`src/pps_pkg.sv`:
```
// Package for the preemptive priority scheduler with aging.
// Holds the slot status codes, the sequencer states and reset constants.
// Depends on nothing.
package pps_pkg;

    localparam int SLOTS_DEF = 16;

    localparam logic [3:0] AGING_PERIOD_RST = 4'd3;
    localparam logic [3:0] IO_BOOST_RST     = 4'd2;
    localparam logic [3:0] CPU_BOOST_RST    = 4'd1;

    localparam logic [1:0] CFG_AGING_PERIOD = 2'd0;
    localparam logic [1:0] CFG_IO_BOOST     = 2'd1;
    localparam logic [1:0] CFG_CPU_BOOST    = 2'd2;

    typedef enum logic [2:0] {
        ST_EMPTY   = 3'd0,
        ST_READY   = 3'd1,
        ST_RUNNING = 3'd2,
        ST_BLOCKED = 3'd3,
        ST_DONE    = 3'd4
    } t_status;

    typedef enum logic [2:0] {
        S_IDLE,
        S_RETIRE,
        S_SCAN,
        S_PICK,
        S_AGE,
        S_OUT
    } t_state;

    // Per-slot record kept in the task memory.
    typedef struct packed {
        logic [15:0] order;
        logic [15:0] remaining;
        logic [7:0]  blocks_left;
        logic        io_class;
        logic [15:0] arrival;
        logic [7:0]  wait_cnt;
    } t_task;

endpackage

```
`src/preemptive_priority_scheduler_aging.sv`:
```
// Top level of the preemptive priority scheduler with aging.
// Uses pps_pkg for status codes, sequencer states and the task record.
//
// The block keeps up to SLOTS tasks. An add item is taken in the idle state
// and goes straight to the output state. A tick item walks the task memory
// twice, once to find the best ready task and once to age the waiting tasks,
// one slot at a time through the single read port of the task memory; no new
// item is taken until the sequencer is back in idle. Status, priority and
// started flags sit in flip-flops so that reset empties the table at once;
// the remaining task fields live in a one-port-read memory with registered
// read data. One result item is produced per input item. While the receiver
// stalls, the result waits in the output register; the next input item is
// still taken, and the sequencer then holds in its final state until the
// waiting result has gone.
module preemptive_priority_scheduler_aging #(
    parameter int SLOTS = pps_pkg::SLOTS_DEF
) (
    input  logic        i_clk,
    input  logic        i_rst_n,
    input  logic        i_valid,
    output logic        o_stall,
    input  logic        i_action,
    input  logic [3:0]  i_slot,
    input  logic [7:0]  i_start_priority,
    input  logic        i_is_io_task,
    input  logic [15:0] i_work_units,
    input  logic [7:0]  i_block_budget,
    input  logic        i_block_now,
    input  logic [15:0] i_unblock_mask,
    output logic        o_valid,
    input  logic        i_stall,
    output logic        o_running_valid,
    output logic [3:0]  o_running_slot,
    output logic        o_finished_valid,
    output logic [3:0]  o_finished_slot,
    output logic [15:0] o_turnaround,
    output logic        o_first_run,
    output logic [15:0] o_response_time,
    input  logic        i_cfg_valid,
    output logic        o_cfg_ready,
    input  logic [1:0]  i_cfg_index,
    input  logic [3:0]  i_cfg_data
);

    localparam int SW = $clog2(SLOTS);

    // Configuration registers.
    logic [3:0] r_aging_period, r_io_boost, r_cpu_boost;

    // Flip-flop held per-slot state.
    pps_pkg::t_status    r_status [SLOTS];
    logic [7:0]          r_prio   [SLOTS];
    logic [SLOTS-1:0]    r_started;

    // Task memory.
    pps_pkg::t_task      mem [SLOTS];
    pps_pkg::t_task      r_rd;
    logic                mem_we;
    logic [SW-1:0]       mem_wa, mem_ra;
    pps_pkg::t_task      mem_wd;

    always_ff @(posedge i_clk) begin
        if (mem_we) begin
            mem[mem_wa] <= mem_wd;
        end
        r_rd <= mem[mem_ra];
    end

    pps_pkg::t_state r_state, n_state;
    logic [15:0] r_time, r_next_order;
    logic        r_run_vld;
    logic [SW-1:0] r_run;
    logic        r_blk, r_fin_vld;
    logic [SW-1:0] r_fin;
    logic [15:0] r_turn;
    logic [15:0] r_mask;
    logic [SW:0] r_idx;          // scan counter, also holds SLOTS
    logic        r_best_vld;
    logic [SW-1:0] r_best;
    logic [7:0]  r_best_prio;
    logic [15:0] r_best_order;
    logic [15:0] r_run_order;    // order of running task, captured in retire
    logic        r_out_vld;
    logic [SW-1:0] r_ag_prev;    // slot being aged with read data in r_rd
    logic        r_first;        // running task started during this tick
    logic [15:0] r_resp;
    // Tick flag and preemption record.
    logic          r_action_tick;
    logic          r_pre_vld;
    logic [SW-1:0] r_prev_pre;

    assign o_cfg_ready = (r_state == pps_pkg::S_IDLE) && !r_out_vld;
    assign o_stall     = (r_state != pps_pkg::S_IDLE);
    assign o_valid     = r_out_vld;

    wire in_acc   = i_valid && !o_stall;
    wire out_free = !r_out_vld || !i_stall;
    wire [SW-1:0] idx_s = r_idx[SW-1:0];
    wire slot_ok  = (32'(i_slot) < SLOTS);
    wire [SW-1:0] add_slot = SW'(i_slot);

    always_ff @(posedge i_clk) begin
        if (!i_rst_n) begin
            r_state <= pps_pkg::S_IDLE;
        end else begin
            r_state <= n_state;
        end
    end

    always_comb begin
        n_state = r_state;
        case (r_state)
            pps_pkg::S_IDLE: begin
                if (in_acc) begin
                    n_state = i_action ? pps_pkg::S_RETIRE : pps_pkg::S_OUT;
                end
            end
            pps_pkg::S_RETIRE: n_state = pps_pkg::S_SCAN;
            pps_pkg::S_SCAN: begin
                if (r_idx == (SW+1)'(SLOTS)) n_state = pps_pkg::S_PICK;
            end
            pps_pkg::S_PICK: n_state = pps_pkg::S_AGE;
            pps_pkg::S_AGE: begin
                if (r_idx == (SW+1)'(SLOTS)) n_state = pps_pkg::S_OUT;
            end
            pps_pkg::S_OUT: begin
                if (out_free) n_state = pps_pkg::S_IDLE;
            end
            default: n_state = pps_pkg::S_IDLE;
        endcase
    end

    // Memory address selection. Once a pass has ended the counter rests at
    // SLOTS, and the address falls back to slot zero ready for the next pass.
    always_comb begin
        mem_ra = (r_idx < (SW+1)'(SLOTS)) ? idx_s : '0;
        if (r_state == pps_pkg::S_IDLE) mem_ra = r_run;
        if (r_state == pps_pkg::S_PICK) mem_ra = '0;
    end

    logic        retire_fin, retire_blk;
    logic [3:0]  boost;
    logic [8:0]  boosted;
    logic [7:0]  wait_base;
    logic [8:0]  wait_inc;
    logic [3:0]  period;
    logic        cand_better;

    always_comb begin
        retire_fin = r_run_vld && (r_rd.remaining == 16'd0);
        retire_blk = r_run_vld && !retire_fin && r_rd.io_class &&
                     (r_rd.blocks_left != 8'd0) && r_blk;
        period   = (r_aging_period == 4'd0) ? 4'd1 : r_aging_period;
        boost    = r_rd.io_class ? r_io_boost : r_cpu_boost;
        boosted  = {1'b0, r_prio[r_ag_prev]} + {5'd0, boost};
        // A task preempted in this tick starts its waiting count afresh.
        wait_base = (r_pre_vld && r_ag_prev == r_prev_pre) ? 8'd0 : r_rd.wait_cnt;
        wait_inc = {1'b0, wait_base} + 9'd1;
        cand_better = !r_best_vld || (r_prio[r_ag_prev] > r_best_prio) ||
                      ((r_prio[r_ag_prev] == r_best_prio) &&
                       (r_rd.order < r_best_order));
    end

    always_comb begin
        mem_we = 1'b0;
        mem_wa = r_ag_prev;
        mem_wd = r_rd;
        if (r_state == pps_pkg::S_IDLE && in_acc && !i_action && slot_ok) begin
            mem_we = 1'b1;
            mem_wa = add_slot;
            mem_wd.order       = r_next_order;
            mem_wd.remaining   = i_work_units;
            mem_wd.blocks_left = i_block_budget;
            mem_wd.io_class    = i_is_io_task;
            mem_wd.arrival     = r_time;
            mem_wd.wait_cnt    = 8'd0;
        end else if (r_state == pps_pkg::S_RETIRE && retire_blk) begin
            mem_we = 1'b1;
            mem_wa = r_run;
            mem_wd.blocks_left = r_rd.blocks_left - 8'd1;
        end else if (r_state == pps_pkg::S_AGE && r_idx != '0) begin
            mem_we = 1'b1;
            if (r_status[r_ag_prev] == pps_pkg::ST_READY) begin
                mem_wd.wait_cnt = (wait_inc >= {5'd0, period}) ? 8'd0 : wait_inc[7:0];
            end
            if (r_run_vld && r_ag_prev == r_run && r_rd.remaining != 16'd0) begin
                mem_wd.remaining = r_rd.remaining - 16'd1;
            end
        end
    end

    always_ff @(posedge i_clk) begin
        if (!i_rst_n) begin
            r_aging_period <= pps_pkg::AGING_PERIOD_RST;
            r_io_boost     <= pps_pkg::IO_BOOST_RST;
            r_cpu_boost    <= pps_pkg::CPU_BOOST_RST;
            for (int i = 0; i < SLOTS; i++) begin
                r_status[i] <= pps_pkg::ST_EMPTY;
                r_prio[i]   <= 8'd0;
            end
            r_started    <= '0;
            r_time       <= '0;
            r_next_order <= '0;
            r_run_vld    <= 1'b0;
            r_run        <= '0;
            r_out_vld    <= 1'b0;
            r_idx        <= '0;
            r_best_vld   <= 1'b0;
            r_ag_prev    <= '0;
            r_pre_vld    <= 1'b0;
            r_first      <= 1'b0;
        end else begin
            if (i_cfg_valid && o_cfg_ready) begin
                case (i_cfg_index)
                    pps_pkg::CFG_AGING_PERIOD: r_aging_period <= i_cfg_data;
                    pps_pkg::CFG_IO_BOOST:     r_io_boost     <= i_cfg_data;
                    pps_pkg::CFG_CPU_BOOST:    r_cpu_boost    <= i_cfg_data;
                    default: ;
                endcase
            end
            if (r_state == pps_pkg::S_OUT && out_free) begin
                r_out_vld <= 1'b1;
            end else if (r_out_vld && !i_stall) begin
                r_out_vld <= 1'b0;
            end

            case (r_state)
                pps_pkg::S_IDLE: begin
                    if (in_acc) begin
                        r_blk   <= i_block_now;
                        r_mask  <= i_unblock_mask;
                        r_first <= 1'b0;
                        if (!i_action && slot_ok) begin
                            if (r_run_vld && r_run == add_slot) r_run_vld <= 1'b0;
                            r_status[add_slot]  <= pps_pkg::ST_READY;
                            r_prio[add_slot]    <= i_start_priority;
                            r_started[add_slot] <= 1'b0;
                            r_next_order <= r_next_order + 16'd1;
                        end
                    end
                end
                pps_pkg::S_RETIRE: begin
                    r_run_order <= r_rd.order;
                    if (retire_fin) begin
                        r_fin_vld <= 1'b1;
                        r_fin     <= r_run;
                        r_turn    <= r_time - r_rd.arrival;
                        r_status[r_run] <= pps_pkg::ST_DONE;
                        r_run_vld <= 1'b0;
                    end else begin
                        r_fin_vld <= 1'b0;
                        if (retire_blk) begin
                            r_status[r_run] <= pps_pkg::ST_BLOCKED;
                            r_run_vld <= 1'b0;
                        end
                    end
                    r_idx      <= (SW+1)'(1);
                    r_ag_prev  <= '0;
                    r_best_vld <= 1'b0;
                    r_pre_vld  <= 1'b0;
                end
                pps_pkg::S_SCAN: begin
                    // r_rd holds the record of slot r_ag_prev.
                    if (r_status[r_ag_prev] == pps_pkg::ST_READY && cand_better) begin
                        r_best_vld   <= 1'b1;
                        r_best       <= r_ag_prev;
                        r_best_prio  <= r_prio[r_ag_prev];
                        r_best_order <= r_rd.order;
                    end
                    if (r_idx != (SW+1)'(SLOTS)) begin
                        r_ag_prev <= idx_s;
                        r_idx     <= r_idx + 1'b1;
                    end
                end
                pps_pkg::S_PICK: begin
                    if (r_best_vld) begin
                        if (!r_run_vld) begin
                            r_status[r_best] <= pps_pkg::ST_RUNNING;
                            r_run     <= r_best;
                            r_run_vld <= 1'b1;
                        end else if ((r_best_prio > r_prio[r_run]) ||
                                     ((r_best_prio == r_prio[r_run]) &&
                                      (r_best_order < r_run_order))) begin
                            // Preempted task goes back to ready; its wait
                            // count is cleared during the ageing pass.
                            r_status[r_run]  <= pps_pkg::ST_READY;
                            r_status[r_best] <= pps_pkg::ST_RUNNING;
                            r_run   <= r_best;
                            r_prev_pre <= r_run;
                            r_pre_vld  <= 1'b1;
                        end
                    end
                    r_idx     <= (SW+1)'(1);
                    r_ag_prev <= '0;
                end
                pps_pkg::S_AGE: begin
                    if (r_status[r_ag_prev] == pps_pkg::ST_READY &&
                        wait_inc >= {5'd0, period}) begin
                        r_prio[r_ag_prev] <= boosted[8] ? 8'hFF : boosted[7:0];
                    end
                    if (r_run_vld && r_ag_prev == r_run && !r_started[r_run]) begin
                        r_started[r_run] <= 1'b1;
                        r_first          <= 1'b1;
                        r_resp           <= r_time - r_rd.arrival;
                    end
                    if (r_idx != (SW+1)'(SLOTS)) begin
                        r_ag_prev <= idx_s;
                        r_idx     <= r_idx + 1'b1;
                    end
                end
                pps_pkg::S_OUT: begin
                    if (out_free) begin
                        if (r_action_tick) begin
                            o_running_valid  <= r_run_vld;
                            o_running_slot   <= r_run_vld ? 4'(r_run) : 4'd0;
                            o_finished_valid <= r_fin_vld;
                            o_finished_slot  <= r_fin_vld ? 4'(r_fin) : 4'd0;
                            o_turnaround     <= r_fin_vld ? r_turn : 16'd0;
                            o_first_run      <= r_first;
                            o_response_time  <= r_first ? r_resp : 16'd0;
                            for (int i = 0; i < SLOTS && i < 16; i++) begin
                                if (r_mask[i] && r_status[i] == pps_pkg::ST_BLOCKED)
                                    r_status[i] <= pps_pkg::ST_READY;
                            end
                            if (r_time != 16'hFFFF) r_time <= r_time + 16'd1;
                        end else begin
                            o_running_valid  <= 1'b0;
                            o_running_slot   <= '0;
                            o_finished_valid <= 1'b0;
                            o_finished_slot  <= '0;
                            o_turnaround     <= '0;
                            o_first_run      <= 1'b0;
                            o_response_time  <= '0;
                        end
                    end
                end
                default: ;
            endcase
        end
    end

    always_ff @(posedge i_clk) begin
        if (!i_rst_n) begin
            r_action_tick <= 1'b0;
        end else if (in_acc) begin
            r_action_tick <= i_action;
        end
    end

    // Assertions.
    a_one_running: assert property (@(posedge i_clk) disable iff (!i_rst_n)
        (r_state == pps_pkg::S_OUT && r_run_vld) |->
        (r_status[r_run] == pps_pkg::ST_RUNNING))
        else $error("running slot not marked running");
    a_out_hold: assert property (@(posedge i_clk) disable iff (!i_rst_n)
        (o_valid && i_stall) |=> (o_valid && $stable(o_running_slot) &&
                                  $stable(o_turnaround) && $stable(o_response_time)))
        else $error("stalled result changed");
    a_fin_run: assert property (@(posedge i_clk) disable iff (!i_rst_n)
        (o_valid && o_finished_valid && o_running_valid) |->
        (o_finished_slot != o_running_slot))
        else $error("finished task still running");

endmodule

```
`config.mk`:
```
export PLATFORM = sky130hd
export DESIGN_NAME = preemptive_priority_scheduler_aging
export DESIGN_NICKNAME = d
export VERILOG_FILES = /design/src/pps_pkg.sv /design/src/preemptive_priority_scheduler_aging.sv
export SDC_FILE = /design/constraint.sdc
export NUM_CORES = 2
export LEC_CHECK = 0
export BUFFER_PORTS_ARGS = -buffer_cell sky130_fd_sc_hd__clkbuf_2
export CAP_MARGIN = 20
export CORE_UTILIZATION = 55
export CTS_BUF_LIST = sky130_fd_sc_hd__clkbuf_4
export DETAILED_ROUTE_END_ITERATION = 8
export HOLD_SLACK_MARGIN = 0.06
export PLACE_DENSITY = 0.74
export REMOVE_ABC_BUFFERS = 1
export SLEW_MARGIN = 40
export SYNTH_ARGS = -nofsm -noshare
export SYNTH_HDL_FRONTEND = slang
export SYNTH_SLANG_ARGS = --single-unit
```
`constraint.sdc`:
```
create_clock -name i_clk -period 5.8 [get_ports i_clk]
set_input_delay 0 -clock i_clk [delete_from_list [all_inputs] [get_ports i_clk]]
set_output_delay 0 -clock i_clk [all_outputs]
set_load 0.05 [all_outputs]
```
# Yosys cells after proc, flatten, opt, wreduce, memory -nomap -nowiden

Memory sizes are Yosys's and may differ from the RTL's. A register that Yosys moved wholly into a read port is not among the register bits.
Index checks and enable logic that the tools add are counted.

Add/sub/neg operators: 8
Multiply operators: 0
Div/mod/pow operators: 0
$lt $le $gt $ge: 10
Equal/unequal tests: 46
Shift-type cells: 0
Mux-type cells: 232
Bitwise logic cells: 23
Reduce and logical (&&, ||, !) cells: 96

Operators by type and width:

| cell                    | count |
|---|---|
| $mux W1                 | 153 |
| $mux W16                | 7 |
| $mux W4                 | 21 |
| $mux W3                 | 27 |
| $mux W8                 | 10 |
| $eq A3 B2 Y1 const B    | 18 |
| $logic_and A1 B1 Y1     | 41 |
| $add A16 B1 Y16 const B | 2 |
| $lt A16 B16 Y1          | 2 |
| $pmux W16 S2            | 1 |
| $mux W24                | 1 |
| $reduce_and A3 Y1       | 8 |
| $or A1 B1 Y1            | 19 |
| $pmux W3 S6             | 1 |
| $reduce_and A2 Y1       | 9 |
| $mux W17                | 1 |
| $and A16 B16 Y16        | 1 |
| $eq A8 B8 Y1            | 2 |
| $gt A8 B8 Y1            | 2 |
| $logic_not A16 Y1       | 1 |
| $ne A16 B16 Y1 const B  | 1 |
| $ne A2 B2 Y1 const B    | 8 |
| $not A16 Y16            | 1 |
| $or A16 B16 Y16         | 1 |
| other kinds (43)        | 77 |

Bits in registers: 227
Bits in latches: 0
RAM bits: 1216
Memory bits (read-only): 0
Input port bits: 66
Output and inout bits: 46
Memories kept: 3

Memory list:

| memory   | words | bits a word | read ports | clocked after memory_dff | write ports | RTL line                                  | text |
|---|---|---|---|---|---|---|---|
| mem      | 16    | 65          | 1          | 1                        | 1           | preemptive_priority_scheduler_aging.sv:56 | `pps_pkg::t_task mem [SLOTS];` |
| r_prio   | 16    | 8           | 2          | 2                        | 16          | preemptive_priority_scheduler_aging.sv:52 | `logic [7:0] r_prio [SLOTS];` |
| r_status | 16    | 3           | 17         | 1                        | 16          | preemptive_priority_scheduler_aging.sv:51 | `pps_pkg::t_status r_status [SLOTS];` |

# Logic depth before layout (Yosys ltp)

Depth after elaboration: 16
Gate-level depth with buffers: 17
Gate-level depth less buffers: 13

# Worst setup path before layout

OpenSTA, ideal clock, no wires.

Kind: reg-to-reg
Start: register (tool-made name)
End: register r_best[0], enable pin
Library setup time: 451 ps
Arrival time: 5213 ps
Required time: 5349 ps
Path slack: 136 ps
Stages on the path, launching flop included: 14
Path buffers: 3
Cells stage by stage: dfxtp_1 > buf_2 > buf_4 > buf_1 > mux4_2 > mux4_2 > ha_1 > nor2b_1 > o21a_1 > o21a_1 > o211ai_1 > a21oi_1 > a2111oi_0 > nor3_1

RTL lines:

| element              | RTL line                                   | text |
|---|---|---|
| to (signal assigned) | preemptive_priority_scheduler_aging.sv:266 | `r_best <= r_ag_prev;` |
| to (decl)            | preemptive_priority_scheduler_aging.sv:79  | `logic [SW-1:0] r_best;` |

==> summary.md <==
| Metric | Value |
|---|---|
| Net total in the final layout | `5530` |
| Time the worst path needs with I/O delays and setup | `between 4 and 5 ns` |
| Register bit total from synthesis | `between 1500 and 2000` |
| Routed wire length | `approximately 160 mm` |
| CTS buffer count | `between 300 and 400` |
| TritonCTS clock tree | `built` |
| Worst Tran Pin Value | `between 0.8 and 0.9 ns` |
| Count of final max-slew check failures | `0` |
| Cell type with the largest total area after synthesis | `edfxtp_1` |
| Pre-CTS WS | `around 0.98 ns` |
| Final setup violating endpoints | `0` |
| Post-synthesis sequential area ratio | `67.85%` |
| Commonest cells after routing, fill and taps aside | `1313 x edfxtp_1, 760 x nand2_1, 579 x clkbuf_4` |
| Reg2reg path depth | `15` |
| Dominant cells by area after synthesis | `edfxtp_1 62%, dfxtp_1 6.3%, nand2_1 4.5%, a211oi_1 3.9%, mux4_2 3.0%` |
| Placed wire-length estimate | `90.11 mm` |
| Initial core utilization | `55.75%` |
| Highest-delay cell along the critical path | `dfxtp_1` |
| Reg2Reg Launch Point | `r_ag_prev[2]` |
| Hold path start | `i_cfg_data[2]` |
| Mean instance size in the synthesized netlist | `between 10 and 15 sq um` |
| Clock transition time at the flip-flop clock pins of the worst setup and hold paths | `0.07 ns` |
| Worst hold path stage count | `5` |
| Maximum vdd drop | `between 0.2 and 0.25 mV` |
| Final std cells w/o fill | `7202` |
| Max transition margin | `41.99%` |
| Vert. Die Dim | `approximately 340 um` |
| Power Density | `slightly below 400 nW/um^2` |
| Via count of the first global-routing pass | `roughly 42000` |
| First drt pass iteration count | `6` |
| Setup TNS after final layout | `0 ns` |
| Max cap viols | `0` |
| H-tree levels | `5` |
| Worst-path fanout max | `19` |
| Result of the run | `finished clean` |
| Distinct cell type count of the synthesized netlist | `77` |
| DR vias | `approximately 44000` |
| Number of buffers inserted by port buffering | `~110` |
| Total clock sinks | `about 1500` |
| Worst-Skew Late Latency | `1.29 ns` |
| Core area | `between 100000 and 150000 sq um` |
| Lkg Pwr | `25.85 nW` |
| Layout fillers | `between 8000 and 9000` |
| R2R setup slack | `just under 0.9 ns` |
| Global placement routability congestion | `roughly 0.95` |
| First DRT Iteration DRCs | `4847` |
| Placed cells | `about 6300` |
| RSZ-0062 raised after global routing | `no` |
| Layout-stage area growth over the synthesis result | `14.73%` |
| Class of the tightest hold or removal check | `primary input to flop` |
| Die X-Extent | `around 340 um` |
| Startpoint class of the critical path | `flop` |
| Yosys Warn Count | `0` |
| Worst Hold Margin | `about 0.24 ns` |
| Share of layout cells above drive strength 1 | `a little under a fifth` |
| Total global-route track usage | `about 28%` |
| Worst endpoint data arrival time | `5.90 ns` |
| Post-synthesis instance total | `between 4000 and 5000` |
| R2R Path End | `r_prio[14][3]` |
| Detail Route Antenna Nets | `0` |
| Slowest stage delay, CP | `a little under 0.7 ns` |
| Cell area after technology mapping | `between 60000 and 70000 sq um` |
| Post-route setup slack | `between 0.8 and 0.9 ns` |
| Initial antenna violation count | `3` |
| Share of the clock period used by the worst path after layout | `84.81%` |
| Total of cells resized after clock tree synthesis | `0` |
| Worst setup path category | `flop to flop` |
| Post-synthesis async set-or-reset flop share | `0%` |
| End point of the most critical hold path | `r_aging_period[2]` |
| Ordered cell list for the critical path | `xor2_1, nor3_1, nand3_1, and2_1, ha_1, ha_1, a21o_1, a21o_1, a221o_1, and4_1, buf_4, and3_1, a21oi_2, nor2_1, dlygate4sd3_1` |
| Via-to-Cell Ratio | `between 6 and 7` |
| Total gr overflow | `0` |
| Worst Setup End Kind | `flop` |
| Clock root buffer master | `clkbuf_4` |
| Clock tree buffer depth | `4` |
| Number of I/O pins | `around 110` |
| Commonest non-fill, non-tap cell in the layout | `edfxtp_1` |
| Tot Pwr | `approximately 29 mW` |
| Overall die area | `~120000 sq um` |
| Clk_skew | `approximately 0.11 ns` |
| Area fraction of the dominant cell type after synthesis | `around three fifths` |
| Category of cells accounting for the largest share of critical-path delay | `simple AND/OR/NAND/NOR gates` |
| Fmax | `between 200 and 250 MHz` |
| Number of synthesized flops with an enable pin | `between 1000 and 1500` |
| Wire length of the first global-routing pass | `between 200 and 250 mm` |
| Total DRC errors in the routed layout | `0` |
| Routed length per placed instance | `22.90 um` |
| Endpoint required time on the critical path | `roughly 6.8 ns` |
| Worst path buffer plus inverter count | `2` |
| Pin count of the biggest net entering global routing | `~180` |
| Final Hold Vio Count | `0` |
| Top FF cell, synth | `edfxtp_1` |
| Site row count | `about 120` |
[how the worst max path moves through the flow]
stage                            start              to  slack (ns)  depth (start not counted)
after global routing              flop  r_status[3][2]        0.66                         13
after CTS                 r_ag_prev[2]    r_prio[8][2]        0.96                         15
final                     r_ag_prev[2]   r_prio[14][3]        0.88                         15
after floorplan             r_state[1]         r_rd[0]      -14.07                          7
after global placement       r_run_vld      mem[4][32]        0.79                          8
after detailed placement          flop  r_status[3][2]        0.98                         13
[flip-flops by register name, summed over array words and instances, names as in the netlist, 5 cells and up, named ones only]
register,count
r_prio,128
r_started,16
o_response_time,16
r_run_order,16
r_rd,65
r_turn,16
r_time,16
r_best_order,16
r_mask,16
r_best_prio,8
mem,1040
r_status,48
r_next_order,16
o_turnaround,16
r_resp,16
r_idx,5
[through the flow]
step,utilization [%],cell area (sq um)
after floorplan,-,62800
after global placement,57.99,66670
after detailed placement,58.11,66810
after CTS,63.91,73480
after global routing,63.97,73540
final,63.97,73540
[metal layers]
| layer | track usage [%] | wire, um | vias to the layer above |
|---|---|---|---|
| met5 | 0 | 0 | - |
| met1 | 38.09 | 67230 | 21497 |
| li1 | - | - | 19715 |
| met3 | 5.432 | 14250 | 317 |
| met2 | 44.46 | 78800 | 2127 |
| met4 | 10.88 | 4623 | 0 |
[where the power goes]
| part | internal [mW] | switching (mW) |
|---|---|---|
| logic | 1.81 | 3.86 |
| clock network | 4.82 | 4.21 |
| registers | 13.5 | 0.394 |
| total | 20.1 | 8.47 |
[cell usage after synthesis, types with 86 or more instances]
master / instances
dfxtp_1: 203
nand2_1: 761
nand3_1: 86
nor2_1: 280
and2_1: 153
a211oi_1: 331
and2_0: 126
a311oi_1: 132
inv_1: 93
clkbuf_1: 261
a31oi_1: 145
a21oi_1: 222
edfxtp_1: 1313
[final cells by class]
type / count / area, sq um / share of cell area [%]
diodes: 9 / 22.52 / 0.03062
clock buffers: 579 / 4347 / 5.911
clock inverters: 111 / 591.8 / 0.8048
inverters: 93 / 349.1 / 0.4747
multi-input cells: 2973 / 19240 / 26.16
flip-flops and latches: 1516 / 43500 / 59.15
well taps: 1512 / 1892 / 2.572
repair buffers: 409 / 3602 / 4.898
[logic make-up after synthesis]
| kind of cell | count (synthesis) | synth area share (%) |
|---|---|---|
| AND/OR/NAND/NOR | 1644 | 11.92 |
| buffers and inverters | 418 | 2.573 |
| multiplexers | 147 | 3.984 |
| XOR/XNOR | 79 | 1.079 |
| AO/OA/AOI/OAI | 1023 | 11.01 |
| flip-flops | 1516 | 67.85 |
| adder cells (fa/ha/maj) | 80 | 1.585 |
[tightest hold or removal path: stages]
cell           delay (ns)
dlygate4sd3_1        0.54
clkbuf_2             0.10
dlygate4sd3_1        0.60
mux2i_1              0.09
nor2_1               0.08
[what timing repair did]
action | in CTS | in global routing
buffers inserted | 0 | 0
endpoints found under the hold margin | 2047 | 0
hold buffers | 173 | 0
(Power assumes the default switching activity.)
